<file path="config.mk">
export PLATFORM = sky130hd
export DESIGN_NAME = spiral_order_matrix_reader_flat
export DESIGN_NICKNAME = d
export VERILOG_FILES = /design/src/design/smr_pkg.sv /design/src/design/smr_if.sv /design/src/design/spiral_order_matrix_reader.sv /design/src/design/smr_ram.sv /design/src/design/smr_ctrl.sv /design/src/design/smr_dp.sv /design/src/flat_wrapper.sv
export VERILOG_INCLUDE_DIRS = /design/src /design/src/design
export SDC_FILE = /design/constraint.sdc
export NUM_CORES = 2
export LEC_CHECK = 0
export BUFFER_PORTS_ARGS = -buffer_cell sky130_fd_sc_hd__buf_4
export CORE_MARGIN = 4
export CORE_UTILIZATION = 48
export CTS_BUF_LIST = sky130_fd_sc_hd__clkbuf_4
export DETAILED_ROUTE_END_ITERATION = 8
export GPL_ROUTABILITY_DRIVEN = 0
export PLACE_DENSITY_LB_ADDON = 0.1
export SETUP_SLACK_MARGIN = 0.02
export SYNTH_ARGS = -nofsm -noshare
export SYNTH_HDL_FRONTEND = slang
export SYNTH_HIERARCHICAL = 1
export SYNTH_SLANG_ARGS = --single-unit
</file>
<file path="constraint.sdc">
create_clock -name clk -period 8.5 [get_ports clk]
set_input_delay 0.425 -clock clk [delete_from_list [all_inputs] [get_ports clk]]
set_output_delay 0.425 -clock clk [all_outputs]
set_load 0.01 [all_outputs]
</file>
<file path="src/design/assert_macros.svh">
// Assertion macros for the design files; only the top module uses them.
// Each macro expects a clock named clk and an active-low reset named rst_n in scope.
`ifndef ASSERT_MACROS_SVH
`define ASSERT_MACROS_SVH

// The consequent must hold in the same cycle as the antecedent.
`define SMR_ASSERT_SAME(label, ante, cons, msg) \
  label: assert property (@(posedge clk) disable iff (!rst_n) (ante) |-> (cons)) \
    else $error(msg);

// The consequent must hold in the cycle after the antecedent.
`define SMR_ASSERT_NEXT(label, ante, cons, msg) \
  label: assert property (@(posedge clk) disable iff (!rst_n) (ante) |=> (cons)) \
    else $error(msg);

// The condition must never hold.
`define SMR_ASSERT_NEVER(label, cond, msg) \
  label: assert property (@(posedge clk) disable iff (!rst_n) !(cond)) \
    else $error(msg);

`endif

</file>
<file path="src/design/smr_pkg.sv">
// Shared constants, types and helpers of the spiral order matrix reader.
// No dependencies; smr_if, smr_ctrl, smr_dp and the top refer to it by scoped names.
package smr_pkg;

  localparam int MAX_ROWS    = 8;
  localparam int MAX_COLS    = 8;
  localparam int ROW_W       = 3;
  localparam int COL_W       = 3;
  localparam int DIM_W       = 4;
  localparam int CNT_W       = 7;
  localparam int SP_CNT_W    = 6;
  localparam int VAL_W       = 32;
  localparam int CFG_W       = 4;
  localparam int CFG_IDX_W   = 1;
  localparam int STORE_DEPTH = 64;
  localparam int ADDR_W      = 6;
  localparam int DIV_STEPS   = 6;
  localparam int STEP_W      = 3;

  localparam logic [CFG_IDX_W-1:0] REG_ROW_COUNT = 1'b0;
  localparam logic [CFG_IDX_W-1:0] REG_COL_COUNT = 1'b1;

  localparam logic [DIM_W-1:0] ROWS_RESET = DIM_W'(MAX_ROWS);
  localparam logic [DIM_W-1:0] COLS_RESET = DIM_W'(MAX_COLS);

  typedef enum logic [1:0] {
    DIR_RIGHT = 2'd0,
    DIR_DOWN  = 2'd1,
    DIR_LEFT  = 2'd2,
    DIR_UP    = 2'd3
  } dir_t;

  // Commands from the controller to the datapath.
  typedef struct packed {
    logic load;       // input transfer this cycle
    logic div_start;  // restart the load position recalculation
    logic div_step;   // one step of the recalculation
    logic rd_issue;   // read the next spiral element
  } cmd_t;

  // Status from the datapath to the controller.
  typedef struct packed {
    logic zero_size;
    logic load_last;
    logic div_done;
    logic shown_final;
  } sts_t;

  function automatic logic [ADDR_W-1:0] store_addr(input logic [ROW_W-1:0] r,
                                                   input logic [COL_W-1:0] c);
    return ADDR_W'(int'(r) * MAX_COLS + int'(c));
  endfunction

endpackage

</file>
<file path="src/design/smr_if.sv">
// Valid/ready channel interfaces for element input and spiral output.
// Depends on smr_pkg for the field widths.
interface smr_in_if;
  logic                                 valid;
  logic                                 ready;
  logic signed [smr_pkg::VAL_W-1:0]     element_value;

  modport source (output valid, output element_value, input ready);
  modport sink (input valid, input element_value, output ready);
endinterface

interface smr_out_if;
  logic                                 valid;
  logic                                 ready;
  logic signed [smr_pkg::VAL_W-1:0]     out_value;
  logic        [smr_pkg::ROW_W-1:0]     out_row;
  logic        [smr_pkg::COL_W-1:0]     out_col;
  logic                                 is_final;

  modport source (output valid, output out_value, output out_row, output out_col,
                  output is_final, input ready);
  modport sink (input valid, input out_value, input out_row, input out_col,
                input is_final, output ready);
endinterface

</file>
<file path="src/design/spiral_order_matrix_reader.sv">
// Channel   Dir  Handshake      Payload
// in_if     in   valid/ready    element_value (32b signed, row-major order)
// out_if    out  valid/ready    out_value, out_row, out_col, is_final
// cfg_*     in   write enable   cfg_index selects row_count or col_count
//
// The transfer that completes the matrix is followed by a store read, then
// one spiral element per cycle while out_if.ready is high; the store's
// single read port sets that pace. A configuration write while loading,
// unless it meets the transfer that completes the matrix, recalculates the
// load position, during which no input is taken. Reset clears the control
// state, size registers and load position only; the element store is not cleared.
// Depends on smr_pkg, smr_if, smr_ctrl, smr_dp and assert_macros.svh.
`include "assert_macros.svh"

module spiral_order_matrix_reader (
  input  logic                              clk,
  input  logic                              rst_n,
  smr_in_if.sink                            in_if,
  smr_out_if.source                         out_if,
  input  logic                              cfg_we,
  input  logic [smr_pkg::CFG_IDX_W-1:0]     cfg_index,
  input  logic [smr_pkg::CFG_W-1:0]         cfg_wdata
);

  smr_pkg::cmd_t cmd;
  smr_pkg::sts_t sts;

  smr_ctrl u_ctrl (
    .clk       (clk),
    .rst_n     (rst_n),
    .in_valid  (in_if.valid),
    .in_ready  (in_if.ready),
    .out_valid (out_if.valid),
    .out_ready (out_if.ready),
    .cfg_we    (cfg_we),
    .sts       (sts),
    .cmd       (cmd)
  );

  smr_dp u_dp (
    .clk           (clk),
    .rst_n         (rst_n),
    .cfg_we        (cfg_we),
    .cfg_index     (cfg_index),
    .cfg_wdata     (cfg_wdata),
    .element_value (in_if.element_value),
    .cmd           (cmd),
    .sts           (sts),
    .out_value     (out_if.out_value),
    .out_row       (out_if.out_row),
    .out_col       (out_if.out_col),
    .is_final      (out_if.is_final)
  );

  // Loading and readout never overlap.
  `SMR_ASSERT_NEVER(a_load_emit_excl, in_if.ready && out_if.valid, "input and output both open")
  // The final spiral transfer returns the block to loading.
  `SMR_ASSERT_NEXT(a_final_to_idle, out_if.valid && out_if.ready && out_if.is_final, in_if.ready, "no input after final transfer")
  // A configuration write while loading pauses input for the recalculation or the readout.
  `SMR_ASSERT_NEXT(a_cfg_pause, cfg_we && in_if.ready, !in_if.ready, "input open right after config write")
  // A store read is issued only for an element that is then offered.
  `SMR_ASSERT_NEXT(a_read_shown, cmd.rd_issue, out_if.valid, "read issued without output")

endmodule

</file>
<file path="src/design/smr_ram.sv">
// Generic single-port-write, single-port-read RAM with registered read data.
// No dependencies.
module smr_ram #(
  parameter int WIDTH = 32,
  parameter int DEPTH = 64,
  localparam int AW   = $clog2(DEPTH)
) (
  input  logic             clk,
  input  logic             we,
  input  logic [AW-1:0]    waddr,
  input  logic [WIDTH-1:0] wdata,
  input  logic             re,
  input  logic [AW-1:0]    raddr,
  output logic [WIDTH-1:0] rdata
);

  logic [WIDTH-1:0] mem [DEPTH];

  always_ff @(posedge clk) begin
    if (we) begin
      mem[waddr] <= wdata;
    end
    if (re) begin
      rdata <= mem[raddr];
    end
  end

endmodule

</file>
<file path="src/design/smr_ctrl.sv">
// Controller state machine: handshakes, load, recalculation and readout sequencing.
// Depends on smr_pkg for the command and status structs.
module smr_ctrl (
  input  logic          clk,
  input  logic          rst_n,
  input  logic          in_valid,
  output logic          in_ready,
  output logic          out_valid,
  input  logic          out_ready,
  input  logic          cfg_we,
  input  smr_pkg::sts_t sts,
  output smr_pkg::cmd_t cmd
);

  typedef enum logic [3:0] {
    ST_IDLE = 4'b0001,
    ST_DIV  = 4'b0010,
    ST_READ = 4'b0100,
    ST_EMIT = 4'b1000
  } state_t;

  state_t state_r, state_nxt;

  always_comb begin
    state_nxt = state_r;
    cmd       = '0;
    in_ready  = 1'b0;
    out_valid = 1'b0;
    case (state_r)
      ST_IDLE: begin
        in_ready = 1'b1;
        cmd.load = in_valid;
        // A transfer that completes the matrix takes precedence; it leaves the
        // load position at zero, so no recalculation is needed after it.
        if (in_valid && sts.load_last && !sts.zero_size) begin
          state_nxt = ST_READ;
        end else if (cfg_we) begin
          cmd.div_start = 1'b1;
          state_nxt     = ST_DIV;
        end
      end
      ST_DIV: begin
        if (cfg_we) begin
          cmd.div_start = 1'b1;
        end else begin
          cmd.div_step = 1'b1;
          if (sts.div_done) begin
            state_nxt = ST_IDLE;
          end
        end
      end
      ST_READ: begin
        cmd.rd_issue = 1'b1;
        state_nxt    = ST_EMIT;
      end
      ST_EMIT: begin
        out_valid = 1'b1;
        if (out_ready) begin
          if (sts.shown_final) begin
            state_nxt = ST_IDLE;
          end else begin
            cmd.rd_issue = 1'b1;
          end
        end
      end
      default: begin
        state_nxt = ST_IDLE;
      end
    endcase
  end

  always_ff @(posedge clk) begin
    if (!rst_n) begin
      state_r <= ST_IDLE;
    end else begin
      state_r <= state_nxt;
    end
  end

endmodule

</file>
<file path="src/design/smr_dp.sv">
// Datapath: configuration, load position, spiral walker and element store.
// Depends on smr_pkg and instantiates smr_ram.
module smr_dp (
  input  logic                                 clk,
  input  logic                                 rst_n,
  input  logic                                 cfg_we,
  input  logic        [smr_pkg::CFG_IDX_W-1:0] cfg_index,
  input  logic        [smr_pkg::CFG_W-1:0]     cfg_wdata,
  input  logic signed [smr_pkg::VAL_W-1:0]     element_value,
  input  smr_pkg::cmd_t                        cmd,
  output smr_pkg::sts_t                        sts,
  output logic signed [smr_pkg::VAL_W-1:0]     out_value,
  output logic        [smr_pkg::ROW_W-1:0]     out_row,
  output logic        [smr_pkg::COL_W-1:0]     out_col,
  output logic                                 is_final
);

  localparam int ROW_W  = smr_pkg::ROW_W;
  localparam int COL_W  = smr_pkg::COL_W;
  localparam int DIM_W  = smr_pkg::DIM_W;
  localparam int CNT_W  = smr_pkg::CNT_W;
  localparam int SPW    = smr_pkg::SP_CNT_W;
  localparam int STEP_W = smr_pkg::STEP_W;
  localparam int ADDR_W = smr_pkg::ADDR_W;

  // Configuration registers.
  logic [DIM_W-1:0] row_count_r, col_count_r;

  // Load position.
  logic [CNT_W-1:0] loaded_count_r;
  logic [ROW_W-1:0] ld_row_r;
  logic [COL_W-1:0] ld_col_r;

  // Recalculation of the load position by restoring division.
  logic [STEP_W-1:0] step_r;
  logic [COL_W-1:0]  rem_r;
  logic [ROW_W-1:0]  quo_r;

  // Spiral walker and the registers of the element on display.
  logic [ROW_W-1:0]  wk_row_r, top_r, bottom_r;
  logic [COL_W-1:0]  wk_col_r, left_r, right_r;
  smr_pkg::dir_t     dir_r;
  logic [SPW-1:0]    sp_cnt_r;
  logic [ROW_W-1:0]  show_row_r;
  logic [COL_W-1:0]  show_col_r;
  logic              show_final_r;

  logic [DIM_W-1:0]   rows_eff, cols_eff;
  logic [2*DIM_W-1:0] prod;
  logic [CNT_W-1:0]   total;
  logic               restart;
  logic [ROW_W-1:0]   base_row;
  logic [COL_W-1:0]   base_col;
  logic [CNT_W-1:0]   base_cnt, cnt_inc;
  logic [DIM_W-1:0]   col_inc;
  logic               col_wrap;
  logic               do_load;

  logic [ADDR_W-1:0]  div_src;
  logic               div_bit;
  logic [DIM_W-1:0]   trial;
  logic               trial_ge;
  logic [COL_W-1:0]   rem_nxt;
  logic [ROW_W-1:0]   quo_nxt;

  logic               sp_last;
  logic [ADDR_W-1:0]  waddr, raddr;
  logic [smr_pkg::VAL_W-1:0] rdata;

  always_comb begin
    rows_eff = (row_count_r > DIM_W'(smr_pkg::MAX_ROWS)) ? DIM_W'(smr_pkg::MAX_ROWS)
                                                         : row_count_r;
    cols_eff = (col_count_r > DIM_W'(smr_pkg::MAX_COLS)) ? DIM_W'(smr_pkg::MAX_COLS)
                                                         : col_count_r;
    prod     = (2*DIM_W)'(rows_eff) * (2*DIM_W)'(cols_eff);
    total    = prod[CNT_W-1:0];

    // A load position at or past the element total starts a new matrix.
    restart  = (loaded_count_r >= total);
    base_row = restart ? '0 : ld_row_r;
    base_col = restart ? '0 : ld_col_r;
    base_cnt = restart ? '0 : loaded_count_r;
    cnt_inc  = base_cnt + CNT_W'(1);
    col_inc  = {1'b0, base_col} + DIM_W'(1);
    col_wrap = (col_inc == cols_eff);

    sts.zero_size = (rows_eff == '0) || (cols_eff == '0);
    sts.load_last = (cnt_inc == total);
    do_load       = cmd.load && !sts.zero_size;
    waddr         = smr_pkg::store_addr(base_row, base_col);

    // Quotient bits come out most significant first.
    div_src  = loaded_count_r[ADDR_W-1:0];
    div_bit  = div_src[STEP_W'(smr_pkg::DIV_STEPS - 1) - step_r];
    trial    = {rem_r, div_bit};
    trial_ge = (trial >= cols_eff);
    rem_nxt  = trial_ge ? COL_W'(trial - cols_eff) : trial[COL_W-1:0];
    quo_nxt  = {quo_r[ROW_W-2:0], trial_ge};
    sts.div_done = (step_r == STEP_W'(smr_pkg::DIV_STEPS - 1));

    sp_last          = (sp_cnt_r == SPW'(total - CNT_W'(1)));
    raddr            = smr_pkg::store_addr(wk_row_r, wk_col_r);
    sts.shown_final  = show_final_r;
  end

  always_ff @(posedge clk) begin
    if (!rst_n) begin
      row_count_r    <= smr_pkg::ROWS_RESET;
      col_count_r    <= smr_pkg::COLS_RESET;
      loaded_count_r <= '0;
      ld_row_r       <= '0;
      ld_col_r       <= '0;
      step_r         <= '0;
    end else begin
      if (cfg_we) begin
        case (cfg_index)
          smr_pkg::REG_ROW_COUNT: row_count_r <= cfg_wdata;
          smr_pkg::REG_COL_COUNT: col_count_r <= cfg_wdata;
          default: ;
        endcase
      end
      if (do_load) begin
        if (sts.load_last) begin
          loaded_count_r <= '0;
          ld_row_r       <= '0;
          ld_col_r       <= '0;
        end else begin
          loaded_count_r <= cnt_inc;
          if (col_wrap) begin
            ld_row_r <= base_row + ROW_W'(1);
            ld_col_r <= '0;
          end else begin
            ld_row_r <= base_row;
            ld_col_r <= col_inc[COL_W-1:0];
          end
        end
      end
      if (cmd.div_start) begin
        step_r <= '0;
      end else if (cmd.div_step) begin
        step_r <= step_r + STEP_W'(1);
        if (sts.div_done) begin
          ld_row_r <= quo_nxt;
          ld_col_r <= rem_nxt;
        end
      end
    end
  end

  always_ff @(posedge clk) begin
    if (cmd.div_start) begin
      rem_r <= '0;
      quo_r <= '0;
    end else if (cmd.div_step) begin
      rem_r <= rem_nxt;
      quo_r <= quo_nxt;
    end

    if (do_load && sts.load_last) begin
      wk_row_r <= '0;
      wk_col_r <= '0;
      top_r    <= '0;
      left_r   <= '0;
      bottom_r <= ROW_W'(rows_eff - DIM_W'(1));
      right_r  <= COL_W'(cols_eff - DIM_W'(1));
      dir_r    <= smr_pkg::DIR_RIGHT;
      sp_cnt_r <= '0;
    end else if (cmd.rd_issue) begin
      show_row_r   <= wk_row_r;
      show_col_r   <= wk_col_r;
      show_final_r <= sp_last;
      sp_cnt_r     <= sp_cnt_r + SPW'(1);
      // Step along the current edge; at its end shrink that edge and turn.
      case (dir_r)
        smr_pkg::DIR_RIGHT: begin
          if (wk_col_r == right_r) begin
            top_r    <= top_r + ROW_W'(1);
            wk_row_r <= wk_row_r + ROW_W'(1);
            dir_r    <= smr_pkg::DIR_DOWN;
          end else begin
            wk_col_r <= wk_col_r + COL_W'(1);
          end
        end
        smr_pkg::DIR_DOWN: begin
          if (wk_row_r == bottom_r) begin
            right_r  <= right_r - COL_W'(1);
            wk_col_r <= wk_col_r - COL_W'(1);
            dir_r    <= smr_pkg::DIR_LEFT;
          end else begin
            wk_row_r <= wk_row_r + ROW_W'(1);
          end
        end
        smr_pkg::DIR_LEFT: begin
          if (wk_col_r == left_r) begin
            bottom_r <= bottom_r - ROW_W'(1);
            wk_row_r <= wk_row_r - ROW_W'(1);
            dir_r    <= smr_pkg::DIR_UP;
          end else begin
            wk_col_r <= wk_col_r - COL_W'(1);
          end
        end
        smr_pkg::DIR_UP: begin
          if (wk_row_r == top_r) begin
            left_r   <= left_r + COL_W'(1);
            wk_col_r <= wk_col_r + COL_W'(1);
            dir_r    <= smr_pkg::DIR_RIGHT;
          end else begin
            wk_row_r <= wk_row_r - ROW_W'(1);
          end
        end
        default: begin
          dir_r <= smr_pkg::DIR_RIGHT;
        end
      endcase
    end
  end

  smr_ram #(
    .WIDTH (smr_pkg::VAL_W),
    .DEPTH (smr_pkg::STORE_DEPTH)
  ) u_store (
    .clk   (clk),
    .we    (do_load),
    .waddr (waddr),
    .wdata (element_value),
    .re    (cmd.rd_issue),
    .raddr (raddr),
    .rdata (rdata)
  );

  assign out_value = rdata;
  assign out_row   = show_row_r;
  assign out_col   = show_col_r;
  assign is_final  = show_final_r;

endmodule

</file>
<file path="src/flat_wrapper.sv">
// flat-port wrapper written by rule: the top's interface ports become plain ports
module spiral_order_matrix_reader_flat 
  (clk, rst_n, cfg_we, cfg_index, cfg_wdata, in_if_valid, in_if_element_value, in_if_ready, out_if_valid, out_if_out_value, out_if_out_row, out_if_out_col, out_if_is_final, out_if_ready);
  smr_in_if in_if_i ();
  smr_out_if out_if_i ();
  input  logic clk;
  input  logic rst_n;
  input  logic cfg_we;
  input  logic [smr_pkg::CFG_IDX_W-1:0] cfg_index;
  input  logic [smr_pkg::CFG_W-1:0] cfg_wdata;
  input wire logic [$bits(in_if_i.valid)-1:0] in_if_valid;
  input wire logic [$bits(in_if_i.element_value)-1:0] in_if_element_value;
  output wire logic [$bits(in_if_i.ready)-1:0] in_if_ready;
  output wire logic [$bits(out_if_i.valid)-1:0] out_if_valid;
  output wire logic [$bits(out_if_i.out_value)-1:0] out_if_out_value;
  output wire logic [$bits(out_if_i.out_row)-1:0] out_if_out_row;
  output wire logic [$bits(out_if_i.out_col)-1:0] out_if_out_col;
  output wire logic [$bits(out_if_i.is_final)-1:0] out_if_is_final;
  input wire logic [$bits(out_if_i.ready)-1:0] out_if_ready;
  assign in_if_i.valid = in_if_valid;
  assign in_if_i.element_value = in_if_element_value;
  assign in_if_ready = in_if_i.ready;
  assign out_if_valid = out_if_i.valid;
  assign out_if_out_value = out_if_i.out_value;
  assign out_if_out_row = out_if_i.out_row;
  assign out_if_out_col = out_if_i.out_col;
  assign out_if_is_final = out_if_i.is_final;
  assign out_if_i.ready = out_if_ready;
  spiral_order_matrix_reader u_core (.clk(clk), .rst_n(rst_n), .in_if(in_if_i), .out_if(out_if_i), .cfg_we(cfg_we), .cfg_index(cfg_index), .cfg_wdata(cfg_wdata));
endmodule
</file>
After elaboration in Yosys (flattened, before gate mapping)
Memory sizes are Yosys's and may differ from the RTL's. A register that Yosys moved wholly into a read port is not among the register bits.
Cells that the tools add are included.

word-level totals
  bits in registers = 66
  bits in writable memories = 2048
  input port bits = 42
  memories kept = 1

operators by class
  $add $sub $neg = 20
  $mul = 1
  $lt $le $gt $ge = 5
  eq/ne operators = 28
  multiplexer cells = 64
  bitwise gates (word level) = 3
  reductions and logical operators = 26

memory list
  memory                   depth  bits a word  read ports  clocked after memory_dff  wr ports  line           source
  u_core.u_dp.u_store.mem  64     32           1           1                         1         smr_ram.sv:17  logic [WIDTH-1:0] mem [DEPTH];

operators with widths
  kind                   count
  $mux W3                31
  $mux W4                8
  $pmux W3 S4            2
  $ne A2 B2 Y1 const B   11
  $reduce_and A5 Y1      4
  $add A3 B1 Y3 const B  6
  $sub A3 B1 Y3 const B  6
  $pmux W4 S4            1
  $mux W7                2
  $add A6 B3 Y6          2
  $eq A3 B3 Y1           4
  $mux W1                12
  $reduce_and A3 Y1      4
  $reduce_bool A2 Y1     5
  $gt A4 B4 Y1 const B   2
  $logic_not A4 Y1       2
  $mux W2                4
  $pmux W2 S4            1
  $add A7 B1 Y7 const B  1
  $eq A7 B7 Y1           1
  $ge A7 B7 Y1           1
  $mul A4 B4 Y7          1
  $add A6 B1 Y6 const B  1
  $eq A6 B6 Y1           1
  other kinds (25)       34

Depth between registers and ports, before layout
  depth after elaboration = 13
  depth in mapped cells = 34
  mapped depth without buffers = 32

Hierarchy
The synthesis kept the hierarchy.

modules (own cells, without submodules)
  module    times used  cells an instance  area an instance (µm²)  sequential area each (µm²)
  smr_ram   1           3323               78823.1                 62459.9
  smr_dp    1           480                4310.4                  1371.3
  smr_ctrl  1           31                 289.0                   80.1

Least setup slack after synthesis
No wires, ideal clock.

  path kind = reg2reg
  from = register u_core.u_dp.col_count_r[3]
  to = register u_core.u_dp.ld_row_r[0]
  library setup time = 0.060 ns
  arrival = 7.485 ns
  slack = 0.955 ns
  cell stages (with the launch flop) = 34
  period minus slack after synthesis = 7.545 ns
  cells stage by stage = dfxtp_1 > buf_4 > inv_4 > nand2_1 > inv_1 > nand2_1 > fa_1 > inv_1 > fa_1 > fa_1 > a21o_1 > a21oi_1 > xnor2_1 > ha_1 > a21oi_1 > o21ai_1 > a21oi_1 > and2_1 > ha_1 > and3_2 > nand3_1 > xnor2_1 > a22oi_1 > a21bo_2 > and2_1 > and3b_1 > or3b_2 > a2111oi_2 > and3b_1 > clkbuf_1 > a21boi_0 > nand3_1 > o221ai_1 > a22o_1

RTL lines
  what                    line           source
  from (decl)             smr_dp.sv:27   logic [DIM_W-1:0] row_count_r, col_count_r;
  from (signal assigned)  smr_dp.sv:109  col_count_r <= smr_pkg::COLS_RESET;
  from (signal assigned)  smr_dp.sv:118  smr_pkg::REG_COL_COUNT: col_count_r <= cfg_wdata;
  to (signal assigned)    smr_dp.sv:130  ld_row_r <= base_row + ROW_W'(1);
  to (signal assigned)    smr_dp.sv:133  ld_row_r <= base_row;
  to (signal assigned)    smr_dp.sv:143  ld_row_r <= quo_nxt;
  to (decl)               smr_dp.sv:31   logic [ROW_W-1:0] ld_row_r;

==> reports/summary.log <==
qor: place.numPortBuffers 82
qor: timing.hold_viol 0
qor: cells_and_area.layout.cells.most_common_list edfxtp_1 (2,093), clkbuf_4 (836), mux4_2 (545), buf_4 (200), nor2_1 (128)
qor: die.die_height 425 µm
qor: worst_setup_path.crit_fanout 10
qor: yosys.synthArstFlopShare 0
qor: drt.drt_wl_total 218,000 µm
qor: worst_setup_path.max_stage_delay 530 ps
qor: timing.clock.fmax 126 MHz
qor: worst_hold_path.min-delay-start in_if_element_value[3]
qor: die.boundaryPins 83
qor: yosys.synth.yosys.seq_area_share 0.766
qor: yosys.postSynthRegisterBits 2,146
qor: cells_and_area.layout-drive-gt1-share 0.352
qor: clock_tree.clk_root_buffer_cell clkbuf_4
qor: status.run_status complete, no violations
qor: yosys.dominantRegCellSynth edfxtp_1
qor: grt.antenna_found_initial 9
qor: worst_hold_path.worst_hold_path.endpoint u_core/u_dp/u_store/mem[12][3]
qor: drt.detailroute.via_count 42,800
qor: yosys.number_of_unique_standard_cell_types_used_by_synthesis 78
qor: worst_setup_path.end_kind flop
qor: clock_tree.clock_tree.htree_level_count 6
qor: yosys.netlist_instances 3,834
qor: timing.drv_slew 0
qor: die.die_area 181,000 µm²
qor: worst_setup_path.timing.reg2reg.setup_slack 540 ps
qor: pwr.cellLeakagePower 0.0296 µW
qor: pwr.ir_worst_vdd 0.158 mV
qor: grt.globalRouteTotalUtil 0.244
qor: cells_and_area.fin_cells 7,170
qor: grt.first_global_vias 43,900
qor: cells_and_area.layout_commonest_cell edfxtp_1
qor: clock_tree.cts_tree built
qor: drt.drtIter0Drc 4,121
qor: yosys.mappedNetlistArea 83,400 µm²
qor: worst_setup_path.start_of_the_worst_register_to_register_path u_core/u_dp/col_count_r[3]
qor: die.coreArea 172,000 µm²
qor: worst_setup_path.timing.critical_path.from_type flop
qor: worst_setup_path.crit_family compound AO/OA/AOI/OAI gates
qor: clock_tree.cts_buffer_depth 4
qor: timing.setup_viol 0
qor: grt.grt_start_max_net_pins 92
qor: worst_setup_path.critPathArrivalTime 9190 ps
qor: worst_setup_path.required_time_reported_for_the_critical_path_endpoint 9730 ps
qor: clock_tree.clock_latency 1360 ps
qor: worst_hold_path.hold-path-cell-count 2
qor: worst_setup_path.worstRegToRegCells 34
qor: drt.iteration_count_of_the_initial_detailed_routing_pass 5
qor: yosys.syn-num-nets 3,919
qor: die.num_rows 152
qor: timing.period_needed 7960 ps
qor: clock_tree.numCtsBuffers 576
qor: timing.max-slew-margin-rel 0.140
qor: yosys.synth_area_per_cell 21.8 µm²
qor: clock_tree.cts_clk_pin_slew_worst_paths 70 ps
qor: place.detailed_place_hpwl 118,000 µm
qor: yosys.synth-edff-count 2,093
qor: cells_and_area.fillerInstances 13,400
qor: clock_tree.sinks_on_the_clock_net 2,146
qor: drt.route.antenna.remaining_nets 0
qor: drt.drc 0
qor: yosys.yosysWarningCount 6
qor: pwr.powerDensity 221 nW/µm²
qor: place.dpl.cell_count 6,158
qor: timing.layout_worst_path_cycle_share 0.936
qor: worst_setup_path.timing.setup.critical_path_class reg -> reg
qor: die.initial_core_util 0.485
qor: grt.grt_first_pass_wirelength 314,000 µm
qor: worst_setup_path.crit_path_top_delay_cell fa_1
qor: worst_setup_path.timing.critical_path.buf_inv 6
qor: timing.clock_skew 75.8 ps
qor: die.floorplan.die.width 425 µm
qor: worst_setup_path.timing.rr.end u_core/u_dp/ld_row_r[0]
qor: cells_and_area.finalNetCount 4,573
qor: timing.max_slew.worst_pin.slew 1290 ps
qor: worst_hold_path.worstHoldPathType in -> reg
qor: run.max-cap-violations 0
qor: drt.detail_route.wl_per_cell 30.4 µm
qor: timing.rsz0062_at_grt no
qor: grt.grt_overflow 0
qor: cells_and_area.flow.area_growth_from_synthesis 13.8%
qor: timing.tns 0 ps
qor: drt.detail_route.vias_per_cell 5.97
[synth_stat cells, types with 5 or more instances]
library cell,instances,share of area
edfxtp_1,2093,0.75
mux4_2,545,0.15
nor2_1,191,0.0086
mux2i_1,119,0.014
clkbuf_1,86,0.0039
o22ai_1,84,0.0063
a21oi_1,82,0.0049
nand2_1,67,0.0030
buf_2,56,0.0034
dfxtp_1,53,0.013
ha_1,36,0.0054
xnor2_1,34,0.0036
o221ai_1,29,0.0030
buf_4,25,0.0022
inv_1,25,0.0011
nand3_1,25,0.0015
xor2_1,25,0.0026
buf_1,21,0.00094
nor2b_1,21,0.0016
nor3_1,18,0.0011
and2_1,17,0.0013
a22oi_1,16,0.0014
nand2b_1,14,0.0010
o21ai_0,12,0.00072
nand3b_1,9,0.00081
nand4_1,9,0.00067
a211oi_1,8,0.00072
a311oi_1,8,0.00084
and3_1,8,0.00060
buf_6,8,0.0011
fa_1,7,0.0017
nor4_1,6,0.00045
a21o_1,5,0.00045
[stage by stage]
step / utilization / setup slack [ps] / hold slack (ps) / area, µm² / power (µW)
2_1_floorplan: - / 955 / 450 / 83400 / 12300
3_3_place_gp: 0.509 / 656 / 471 / 87600 / 12600
3_5_place_dp: 0.509 / 508 / 476 / 87600 / 12600
4_1_cts: 0.552 / 425 / 47.8 / 94900 / 21200
5_1_grt: 0.552 / 60.1 / 119 / 94900 / 21900
6_report: 0.552 / 542 / 195 / 95000 / 21000
[what timing repair did]
| item | CTS | global route |
|---|---|---|
| endpoints found under the setup margin | 0 | 2 |
| gates resized for setup | 0 | 2 |
| endpoints found under the hold margin | 2096 | 0 |
| hold buffers | 62 | 0 |
| setup buffers | 0 | 0 |
[state kept, by name, indices dropped and copies added (netlist names), 3 cells and up]
signal and cells:
u_core/u_dp/u_store/mem 2048, u_core/u_dp/u_store/rdata 32, u_core/u_dp/loaded_count_r 7, u_core/u_dp/sp_cnt_r 6, u_core/u_ctrl/state_r 4, u_core/u_dp/col_count_r 4
u_core/u_dp/row_count_r 4, u_core/u_dp/bottom_r 3, u_core/u_dp/ld_col_r 3, u_core/u_dp/ld_row_r 3, u_core/u_dp/left_r 3, u_core/u_dp/out_col 3
u_core/u_dp/out_row 3, u_core/u_dp/rem_r 3, u_core/u_dp/right_r 3, u_core/u_dp/step_r 3, u_core/u_dp/top_r 3, u_core/u_dp/wk_col_r 3
u_core/u_dp/wk_row_r 3
[cell type report]
cell class	instances	area, µm²	area share
flip-flops and latches	2146	63900	0.673
multi-input cells	1462	18900	0.199
clock buffers	836	6280	0.0661
well taps	2310	2890	0.0304
repair buffers	274	2360	0.0249
clock inverters	108	450	0.00474
inverters	28	108	0.00113
diodes	6	15.0	0.000158
[where the power goes]
part | leakage, µW | internal [µW] | total, µW | switching [µW]
Combinational | 0.00634 | 276 | 748 | 472
Clock | 0.00408 | 4500 | 8540 | 4040
Sequential | 0.0192 | 11600 | 11700 | 24.5
[worst register-to-register path: cells and delay by family (launching register included)]
kind	cells	cell delay, ps
buffers and inverters	6	820
AND/OR/NAND/NOR	10	1840
XOR/XNOR	2	460
AO/OA/AOI/OAI	11	2240
adder cells (fa/ha/maj)	5	2060
flip-flops	1	410
[how the worst max path moves through the flow]
stage / endpoint / from / slack, ps / depth (start not counted)
CTS: u_core/u_dp/ld_row_r[0] / u_core/u_dp/col_count_r[3] / 430 / 33
finish: u_core/u_dp/ld_row_r[0] / u_core/u_dp/col_count_r[3] / 540 / 34
global route: u_core/u_dp/ld_row_r[2] / u_core/u_dp/col_count_r[3] / 60 / 33
floorplan: u_core/u_dp/ld_row_r[0] / u_core/u_dp/col_count_r[3] / 960 / 33
detailed placement: u_core/u_dp/ld_row_r[0] / u_core/u_dp/col_count_r[3] / 510 / 33
global placement: u_core/u_dp/ld_row_r[0] / u_core/u_dp/col_count_r[3] / 660 / 33
[cell families after synthesis]
group,share of synthesized area
AND/OR/NAND/NOR,0.0238
flip-flops,0.766
buffers and inverters,0.0130
adder cells (fa/ha/maj),0.00708
multiplexers,0.162
XOR/XNOR,0.00619
AO/OA/AOI/OAI,0.0223
[metal layers]
metal | track usage | vias to the layer above | part of all wire
li1 | - | 17700 | -
met1 | 0.349 | 23000 | 0.42
met2 | 0.385 | 1804 | 0.48
met3 | 0.0526 | 274 | 0.074
met4 | 0.0694 | 4 | 0.019
met5 | 0 | - | 0.00012
Note: power is estimated with default switching activity, not from simulation.
